$ cat src/mrs_pkg.sv
// package for the modbus rtu register slave
// types and constants shared by the top level and the crc unit
package mrs_pkg;

    // input word kinds carried on tuser
    localparam logic [1:0] OP_RX_BYTE = 2'd0;
    localparam logic [1:0] OP_GAP     = 2'd1;
    localparam logic [1:0] OP_SENSOR  = 2'd2;

    // modbus function and exception codes
    localparam logic [7:0] FUNC_READ    = 8'd3;
    localparam logic [7:0] FUNC_WRITE   = 8'd6;
    localparam logic [7:0] EXC_FUNCTION = 8'd1;
    localparam logic [7:0] EXC_ADDRESS  = 8'd2;
    localparam logic [7:0] EXC_FLAG     = 8'h80;

    // crc-16 constants
    localparam logic [15:0] CRC_POLY = 16'hA001;
    localparam logic [15:0] CRC_INIT = 16'hFFFF;

    // reset values
    localparam logic [7:0]  SLAVE_ADDR_RST = 8'd250;
    localparam logic [15:0] TABLE_BASE_RST = 16'd1000;
    localparam logic [15:0] TABLE_STEP     = 16'h0010;

    // configuration register indexes
    localparam logic [1:0] CFG_TABLE_BASE  = 2'd0;
    localparam logic [1:0] CFG_SERIAL_READ = 2'd1;
    localparam logic [1:0] CFG_ADDR_CHANGE = 2'd2;
    localparam logic [1:0] CFG_SER_CHANGE  = 2'd3;

    // sequencer states
    typedef enum logic [2:0] {
        S_IDLE,
        S_LOAD,
        S_DECIDE,
        S_EMIT,
        S_CRC
    } t_state;

    // response kinds
    typedef enum logic [1:0] {
        R_SERIAL,
        R_TABLE,
        R_EXCEPT,
        R_WRITE
    } t_resp;

    // control word for the crc unit
    typedef struct packed {
        logic       init;
        logic       load;
        logic       step;
        logic [7:0] data;
    } t_crc_ctl;

endpackage

$ cat src/mrs_ram.sv
// generic single port ram with registered read
// no dependencies
module mrs_ram #(
    parameter int WIDTH = 8,
    parameter int DEPTH = 64
) (
    input  logic                     i_clk,
    input  logic                     i_we,
    input  logic [$clog2(DEPTH)-1:0] i_addr,
    input  logic [WIDTH-1:0]         i_wdata,
    output logic [WIDTH-1:0]         o_rdata
);

    logic [WIDTH-1:0] r_mem [DEPTH];
    logic [WIDTH-1:0] r_rdata;

    // write and registered read
    always_ff @(posedge i_clk) begin
        if (i_we) begin
            r_mem[i_addr] <= i_wdata;
        end
        r_rdata <= r_mem[i_addr];
    end

    assign o_rdata = r_rdata;

endmodule

$ cat src/mrs_crc.sv
// bit-serial modbus crc-16 unit, one shift step per cycle while step is set
// depends on mrs_pkg
module mrs_crc
    import mrs_pkg::*;
(
    input  logic        i_clk,
    input  t_crc_ctl    i_ctl,
    output logic [15:0] o_crc
);

    logic [15:0] r_crc;
    logic [15:0] n_crc;

    // init, fold in a byte, or one reflected shift
    always_comb begin
        n_crc = r_crc;
        if (i_ctl.init) begin
            n_crc = CRC_INIT;
        end else if (i_ctl.load) begin
            n_crc = r_crc ^ {8'h00, i_ctl.data};
        end else if (i_ctl.step) begin
            n_crc = r_crc[0] ? ((r_crc >> 1) ^ CRC_POLY) : (r_crc >> 1);
        end
    end

    always_ff @(posedge i_clk) begin
        r_crc <= n_crc;
    end

    assign o_crc = r_crc;

endmodule

$ cat src/modbus_rtu_register_slave_top.sv
// modbus rtu register slave top level: frame store, sequencer, response builder
// depends on mrs_pkg, mrs_ram, mrs_crc
//
// channel   dir  handshake             payload
// s_axis    in   i_s_tvalid/o_s_tready tuser=operation, tdata=rx_byte,table_index,table_value
// m_axis    out  o_m_tvalid/i_m_tready tdata=tx_byte, tlast=last
// cfg       in   i_cfg_we              i_cfg_addr, i_cfg_wdata
//
// a received byte or sensor word is taken while idle; a frame gap loads the header from
// the frame store and checks it, then each response byte is sent and shifted bit by bit into the crc,
// followed by the two crc bytes; a stalled output holds the response.
// reset is synchronous, active low; no clearing pass is needed.
module modbus_rtu_register_slave_top
    import mrs_pkg::*;
#(
    parameter int FRAME_DEPTH = 64,
    parameter int TABLE_DEPTH = 8
) (
    input  logic        i_clk,
    input  logic        i_rst_n,
    input  logic        i_s_tvalid,
    output logic        o_s_tready,
    input  logic [31:0] i_s_tdata,   // rx_byte[7:0], table_index[10:8], table_value[26:11]
    input  logic [1:0]  i_s_tuser,   // operation[1:0]
    output logic        o_m_tvalid,
    input  logic        i_m_tready,
    output logic [7:0]  o_m_tdata,   // tx_byte[7:0]
    output logic        o_m_tlast,
    input  logic        i_cfg_we,
    input  logic [1:0]  i_cfg_addr,
    input  logic [15:0] i_cfg_wdata
);

    localparam int AW = $clog2(FRAME_DEPTH);
    localparam int TW = (TABLE_DEPTH > 1) ? $clog2(TABLE_DEPTH) : 1;
    localparam int LW = $clog2(2 * TABLE_DEPTH + 6);
    localparam logic [AW-1:0] CNT_MAX = AW'(FRAME_DEPTH - 1);

    // configuration
    logic [15:0] r_table_base, r_serial_read, r_addr_change, r_ser_change;
    // block state
    logic [AW-1:0] r_count, n_count;
    logic [7:0]    r_slave, n_slave;
    logic [15:0]   r_serial, n_serial;
    logic [15:0]   r_tbl [TABLE_DEPTH];
    // sequencer
    t_state        r_state, n_state;
    logic [2:0]    r_ld, n_ld;
    logic [2:0]    r_bit, n_bit;
    logic [AW-1:0] r_len, n_len;
    logic [7:0]    r_fb [6];
    t_resp         r_kind, n_kind;
    logic [LW-1:0] r_rlen, n_rlen;
    logic [LW-1:0] r_j, n_j;
    logic [7:0]    r_sa, n_sa;
    logic [7:0]    r_code, n_code;
    logic [TW-1:0] r_k0, n_k0;
    // output register
    logic          r_ov, n_ov;
    logic [7:0]    r_od, n_od;
    logic          r_ol, n_ol;

    logic          s_acc;
    logic          ram_we;
    logic [AW-1:0] ram_addr;
    logic [7:0]    ram_rdata;
    t_crc_ctl      crc_ctl;
    logic [15:0]   crc;

    logic [15:0]   req_a, req_q;
    logic [16:0]   a_end, t_end;
    logic          range_bad;
    logic [7:0]    resp_byte;
    logic [LW-1:0] jm3;
    logic [TW-1:0] widx;
    logic [15:0]   tword;
    logic          out_free;
    logic          tbl_we;

    assign s_acc      = i_s_tvalid && o_s_tready;
    assign o_s_tready = (r_state == S_IDLE);
    assign out_free   = !r_ov || i_m_tready;

    mrs_ram #(.WIDTH(8), .DEPTH(FRAME_DEPTH)) u_frame (
        .i_clk   (i_clk),
        .i_we    (ram_we),
        .i_addr  (ram_addr),
        .i_wdata (i_s_tdata[7:0]),
        .o_rdata (ram_rdata)
    );

    mrs_crc u_crc (
        .i_clk (i_clk),
        .i_ctl (crc_ctl),
        .o_crc (crc)
    );

    // request fields and read range check
    assign req_a     = {r_fb[2], r_fb[3]};
    assign req_q     = {r_fb[4], r_fb[5]};
    assign a_end     = {1'b0, req_a} + {1'b0, req_q};
    assign t_end     = {1'b0, r_table_base} + 17'(TABLE_DEPTH);
    assign range_bad = (req_a < r_table_base) || (a_end > t_end);

    // table word for the current data byte
    assign jm3   = r_j - LW'(3);
    assign widx  = r_k0 + TW'(jm3 >> 1);
    assign tword = r_tbl[widx];

    // response byte selection
    always_comb begin
        resp_byte = 8'h00;
        if (r_j == '0) begin
            resp_byte = r_sa;
        end else begin
            case (r_kind)
                R_SERIAL: begin
                    case (r_j)
                        LW'(1):  resp_byte = FUNC_READ;
                        LW'(2):  resp_byte = 8'd2;
                        LW'(3):  resp_byte = r_serial[15:8];
                        default: resp_byte = r_serial[7:0];
                    endcase
                end
                R_TABLE: begin
                    if (r_j == LW'(1)) begin
                        resp_byte = FUNC_READ;
                    end else if (r_j == LW'(2)) begin
                        resp_byte = 8'(r_rlen - LW'(3));
                    end else begin
                        resp_byte = r_j[0] ? tword[15:8] : tword[7:0];
                    end
                end
                R_EXCEPT: begin
                    resp_byte = (r_j == LW'(1)) ? (r_fb[1] | EXC_FLAG) : r_code;
                end
                default: begin
                    case (r_j)
                        LW'(1):  resp_byte = FUNC_WRITE;
                        LW'(2):  resp_byte = r_fb[2];
                        LW'(3):  resp_byte = r_fb[3];
                        LW'(4):  resp_byte = r_fb[4];
                        default: resp_byte = r_fb[5];
                    endcase
                end
            endcase
        end
    end

    // next state
    always_comb begin
        n_state = r_state;
        unique case (r_state)
            S_IDLE: begin
                if (s_acc && i_s_tuser == OP_GAP) begin
                    n_state = S_LOAD;
                end
            end
            S_LOAD: begin
                if (r_ld == 3'd6) begin
                    n_state = (r_len > AW'(2)) ? S_DECIDE : S_IDLE;
                end
            end
            S_DECIDE: begin
                if (r_fb[0] != r_slave) begin
                    n_state = S_IDLE;
                end else if (r_fb[1] == FUNC_READ &&
                             {1'b0, r_len} != (AW+1)'(8)) begin
                    n_state = S_IDLE;
                end else begin
                    n_state = S_EMIT;
                end
            end
            S_EMIT: begin
                if (out_free) begin
                    if (r_j < r_rlen) begin
                        n_state = S_CRC;
                    end else if (r_j != r_rlen) begin
                        n_state = S_IDLE;
                    end
                end
            end
            S_CRC: begin
                if (r_bit == 3'd7) begin
                    n_state = S_EMIT;
                end
            end
            default: n_state = S_IDLE;
        endcase
    end

    // datapath and outputs
    always_comb begin
        n_count  = r_count;
        n_slave  = r_slave;
        n_serial = r_serial;
        n_ld     = r_ld;
        n_bit    = r_bit;
        n_len    = r_len;
        n_kind   = r_kind;
        n_rlen   = r_rlen;
        n_j      = r_j;
        n_sa     = r_sa;
        n_code   = r_code;
        n_k0     = r_k0;
        n_ov     = r_ov && !i_m_tready;
        n_od     = r_od;
        n_ol     = r_ol;
        ram_we   = 1'b0;
        ram_addr = r_count;
        tbl_we   = 1'b0;
        crc_ctl  = '{init: 1'b0, load: 1'b0, step: 1'b0, data: 8'h00};
        unique case (r_state)
            S_IDLE: begin
                n_ld = '0;
                if (s_acc) begin
                    case (i_s_tuser)
                        OP_RX_BYTE: begin
                            ram_we  = 1'b1;
                            n_count = (r_count == CNT_MAX) ? CNT_MAX : r_count + AW'(1);
                        end
                        OP_GAP: begin
                            n_len   = r_count;
                            n_count = '0;
                        end
                        OP_SENSOR: begin
                            tbl_we = ({29'd0, i_s_tdata[10:8]} < 32'(TABLE_DEPTH));
                        end
                        default: ;
                    endcase
                end
            end
            S_LOAD: begin
                ram_addr = AW'(r_ld);
                n_ld     = r_ld + 3'd1;
            end
            S_DECIDE: begin
                n_sa   = r_slave;
                n_j    = '0;
                n_k0   = TW'(req_a - r_table_base);
                crc_ctl.init = 1'b1;
                if (r_fb[1] == FUNC_READ) begin
                    if (req_a == r_serial_read && req_q == 16'd1) begin
                        n_kind = R_SERIAL;
                        n_rlen = LW'(5);
                    end else if (range_bad) begin
                        n_kind = R_EXCEPT;
                        n_code = EXC_ADDRESS;
                        n_rlen = LW'(3);
                    end else begin
                        n_kind = R_TABLE;
                        n_rlen = LW'(3) + {req_q[LW-2:0], 1'b0};
                    end
                end else if (r_fb[1] == FUNC_WRITE) begin
                    n_kind = R_WRITE;
                    n_rlen = LW'(6);
                    if (r_fb[0] == r_slave) begin
                        if (req_a == r_addr_change) begin
                            n_slave = r_fb[5];
                        end
                        if (req_a == r_ser_change) begin
                            n_serial = req_q;
                        end
                    end
                end else begin
                    n_kind = R_EXCEPT;
                    n_code = EXC_FUNCTION;
                    n_rlen = LW'(3);
                end
            end
            S_EMIT: begin
                n_bit = '0;
                if (out_free) begin
                    n_ov = 1'b1;
                    n_ol = 1'b0;
                    n_j  = r_j + LW'(1);
                    if (r_j < r_rlen) begin
                        n_od         = resp_byte;
                        crc_ctl.load = 1'b1;
                        crc_ctl.data = resp_byte;
                    end else if (r_j == r_rlen) begin
                        n_od = crc[7:0];
                    end else begin
                        n_od = crc[15:8];
                        n_ol = 1'b1;
                    end
                end
            end
            S_CRC: begin
                crc_ctl.step = 1'b1;
                n_bit        = r_bit + 3'd1;
            end
            default: ;
        endcase
    end

    // control registers
    always_ff @(posedge i_clk) begin
        if (!i_rst_n) begin
            r_state       <= S_IDLE;
            r_count       <= '0;
            r_slave       <= SLAVE_ADDR_RST;
            r_serial      <= '0;
            r_ov          <= 1'b0;
            r_table_base  <= TABLE_BASE_RST;
            r_serial_read <= '0;
            r_addr_change <= '0;
            r_ser_change  <= '0;
        end else begin
            r_state  <= n_state;
            r_count  <= n_count;
            r_slave  <= n_slave;
            r_serial <= n_serial;
            r_ov     <= n_ov;
            if (i_cfg_we) begin
                unique case (i_cfg_addr)
                    CFG_TABLE_BASE:  r_table_base  <= i_cfg_wdata;
                    CFG_SERIAL_READ: r_serial_read <= i_cfg_wdata;
                    CFG_ADDR_CHANGE: r_addr_change <= i_cfg_wdata;
                    CFG_SER_CHANGE:  r_ser_change  <= i_cfg_wdata;
                    default: ;
                endcase
            end
        end
    end

    // measurement table
    always_ff @(posedge i_clk) begin
        for (int i = 0; i < TABLE_DEPTH; i++) begin
            if (!i_rst_n) begin
                r_tbl[i] <= 16'(TABLE_STEP * 16'(i + 1));
            end else if (tbl_we && 32'(i_s_tdata[10:8]) == i) begin
                r_tbl[i] <= i_s_tdata[26:11];
            end
        end
    end

    // payload registers
    always_ff @(posedge i_clk) begin
        r_ld   <= n_ld;
        r_bit  <= n_bit;
        r_len  <= n_len;
        r_kind <= n_kind;
        r_rlen <= n_rlen;
        r_j    <= n_j;
        r_sa   <= n_sa;
        r_code <= n_code;
        r_k0   <= n_k0;
        r_od   <= n_od;
        r_ol   <= n_ol;
        if (r_state == S_LOAD && r_ld != 3'd0) begin
            r_fb[r_ld - 3'd1] <= ram_rdata;
        end
    end

    assign o_m_tvalid = r_ov;
    assign o_m_tdata  = r_od;
    assign o_m_tlast  = r_ol;

endmodule

$ cat config.mk
export PLATFORM = sky130hd
export DESIGN_NAME = modbus_rtu_register_slave_top
export DESIGN_NICKNAME = d
export VERILOG_FILES = /design/src/mrs_pkg.sv /design/src/mrs_ram.sv /design/src/mrs_crc.sv /design/src/modbus_rtu_register_slave_top.sv
export SDC_FILE = /design/constraint.sdc
export NUM_CORES = 1
export LEC_CHECK = 0
export ABC_AREA = 0
export BUFFER_PORTS_ARGS = -buffer_cell sky130_fd_sc_hd__buf_4
export CORE_ASPECT_RATIO = 0.75
export CORE_MARGIN = 5
export CORE_UTILIZATION = 54
export CTS_CLUSTER_DIAMETER = 50
export CTS_CLUSTER_SIZE = 30
export DETAILED_ROUTE_END_ITERATION = 8
export GPL_ROUTABILITY_DRIVEN = 0
export PLACE_DENSITY = 0.7
export SLEW_MARGIN = 30
export SYNTH_ARGS = -nofsm -noshare
export SYNTH_HDL_FRONTEND = slang
export SYNTH_HIERARCHICAL = 1
export SYNTH_SLANG_ARGS = --single-unit
$ cat constraint.sdc
create_clock -name i_clk -period 12.9 [get_ports i_clk]
set_clock_uncertainty 0.2 [all_clocks]
set_input_delay 2.58 -clock i_clk [delete_from_list [all_inputs] [get_ports i_clk]]
set_output_delay 2.58 -clock i_clk [all_outputs]
set_load 0.05 [all_outputs]
==> reports/qor.csv <==
metric;value;unit
cap_violations;0;
routed_wl;98400;um
fp.dieW;315;um
whs;0.273;ns
largest_reg_flops;512;
synthCells;2891;
synth-edff-count;734;
status;complete, no violations;
hold_viol_final;0;
synth.distinct_cells;89;
largest_register;u_frame/r_mem;
core;69700;um2
yosysWarningCount;6;
drt_iter0_markers;3149;
avgSynthCellArea;13.1;um2
placement.io_buffers;62;
final_common_cell;edfxtp_1;
die_h;239;um
p_clk_frac;0.388;
antenna_found_initial;2;
avgViaCountPerCell;6.38;
cts_hold_repair.buffers;0;
ios;68;
gr-total-overflow;0;
crit_required;12.96;ns
syn-cell-area;37800;um2
final_core_util;0.592;
num_vias;24800;
tightest_slew;1.05;ns
slowest_stage;nor2_1;
synth_ff_type;edfxtp_1;
critPathCaptureType;flop;
min_period;5.77;ns
ctsLongestPathBuffers;3;
grt_max_degree;109;
maxSlewHeadroom;0.299;
crit_chain;nor2_1 -> nand2_1 -> o21ai_4 -> buf_4 -> buf_4 -> and2_4 -> nand2_1 -> nor2_1;
seqPwrFrac;0.566;
yosys-top-cells-area;edfxtp_1, dfxtp_1, nand2_1;
period_share;0.447;
yosysSeqAreaShare;0.648;
synth_top_area_frac;0.583;
p_sw;1.29;mW
pwr-share-comb;0.046;
first_global_vias;23800;
finalSetupTns;0;ns
clock_sinks;856;
critPathLaunchType;flop;
syn2layout_area_growth;9.23;%
p_int;4.13;mW
critPathTopFamily;simple AND/OR/NAND/NOR gates;
p_per_area;132;nW/um2
syn_nets;3020;
place_inst;3776;
h-tree-depth;2;
cts_setup_buffers;0;
drc;0;
cts.clk_slew.worst_paths;0.08;ns
async_flop_share;0;
fmax;173;MHz
grt_pass1_wl;147000;um
place_hpwl;62700;um
antenna_left;0;
final-setup-viol-count;0;
slew_violations;0;
yosys.area.top_type;edfxtp_1;
rsz0062_at_grt;false;
dr.pass1.iters;6;
layout.cells.most_common_list;edfxtp_1, nand2_1, nor2_1;
fin_cells;3889;
crit_fanout;49;
power_leakage;13.7;nW
start_util;0.542;
die-area;75400;um2
critical_path_arrival;5.83;ns
row_count;84;
cts-root-buf;clkbuf_16;
peakVddDrop;0.115;mV
crit_path_max_incr_delay;0.93;ns
hold_class;reg2reg;
reg_top3;u_frame/r_mem x512, r_tbl x128, r_fb x48;
place_ws;6.83;ns
drive_gt1_frac;0.105;
cts_inserted_buffers;60;
postLayoutCellArea;41300;um2
cts_tree;yes;
clock_latency;0.67;ns
cts-resized-gates;0;
nets;3021;
switching_share;0.238;
dpl_cell_area;39000;um2
power;5.43;mW
critPathBufInv;2;
ys_ff_latch;856;
layout_setup_ws;7.13;ns
wl_per_cell;25.3;um
crit_type;reg2reg;
r2r_slack;7.13;ns
grt_usage;0.255;
## synthesized netlist by cell type, types with 38 or more instances
cell        n
nor2b_1    38
and2_1    133
nor3_1     54
nor2_1    170
a21boi_0   62
inv_1      47
o22ai_1    38
a21oi_1    89
xnor2_1    41
clkbuf_1   85
buf_2      50
edfxtp_1  734
dfxtp_1   122
nand3_1    64
a221oi_1   50
ha_1       69
xor2_1     53
mux2i_1    88
nand2_1   299
o21ai_0    83
a22oi_1    84
## path summary, 6_finish.rpt
kind              depth (start not counted)             from                    to
setup reg to reg                          8       r_state[2]  u_frame/r_mem[27][3]
setup / recovery                          8       r_state[2]  u_frame/r_mem[27][3]
hold reg to reg                           2  r_table_base[2]       r_table_base[2]
hold / removal                            2  r_table_base[2]       r_table_base[2]
## layer usage
metal  track usage  wire [um]  up-vias
li1              -          -    10900
met1         0.373      40800    12300
met2         0.391      44000     1358
met3        0.0534      10300      219
met4        0.0772       3190        2
met5             0         14        -
## cell type report
type / count / area [um2]
fillers: 5340 / 28400
diodes: 1 / 2.50
clock buffers: 64 / 1550
inverters: 49 / 184
well taps: 946 / 1180
repair buffers: 101 / 762
clock inverters: 48 / 692
multi-input cells: 1824 / 12400
flip-flops and latches: 856 / 24500
## power by group through the flow
stage               Clock, mW  Sequential [mW]  Combinational (mW)
floorplan                   0             3.12               0.142
global placement            0             3.13               0.239
detailed placement          0             3.14               0.248
CTS                      2.13             3.07               0.249
global route             2.25             3.08               0.273
finish                   2.10             3.07               0.252
## tightest hold or removal path, stage by stage, from the launching register on
cell and delay (ns):
dfxtp_1 0.31, nand2_1 0.05, a21boi_0 0.07
## kinds of logic (layout without fill, tap and decap cells)
| group | after synthesis | after routing | synth area share |
|---|---|---|---|
| AO/OA/AOI/OAI | 595 | 595 | 0.112 |
| XOR/XNOR | 97 | 97 | 0.0233 |
| adder cells (fa/ha/maj) | 72 | 72 | 0.0244 |
| buffers and inverters | 211 | 262 | 0.0263 |
| flip-flops | 856 | 856 | 0.648 |
| multiplexers | 136 | 136 | 0.0445 |
| other | 0 | 1 | 0 |
| AND/OR/NAND/NOR | 924 | 924 | 0.121 |
(Power assumes the default switching activity.)
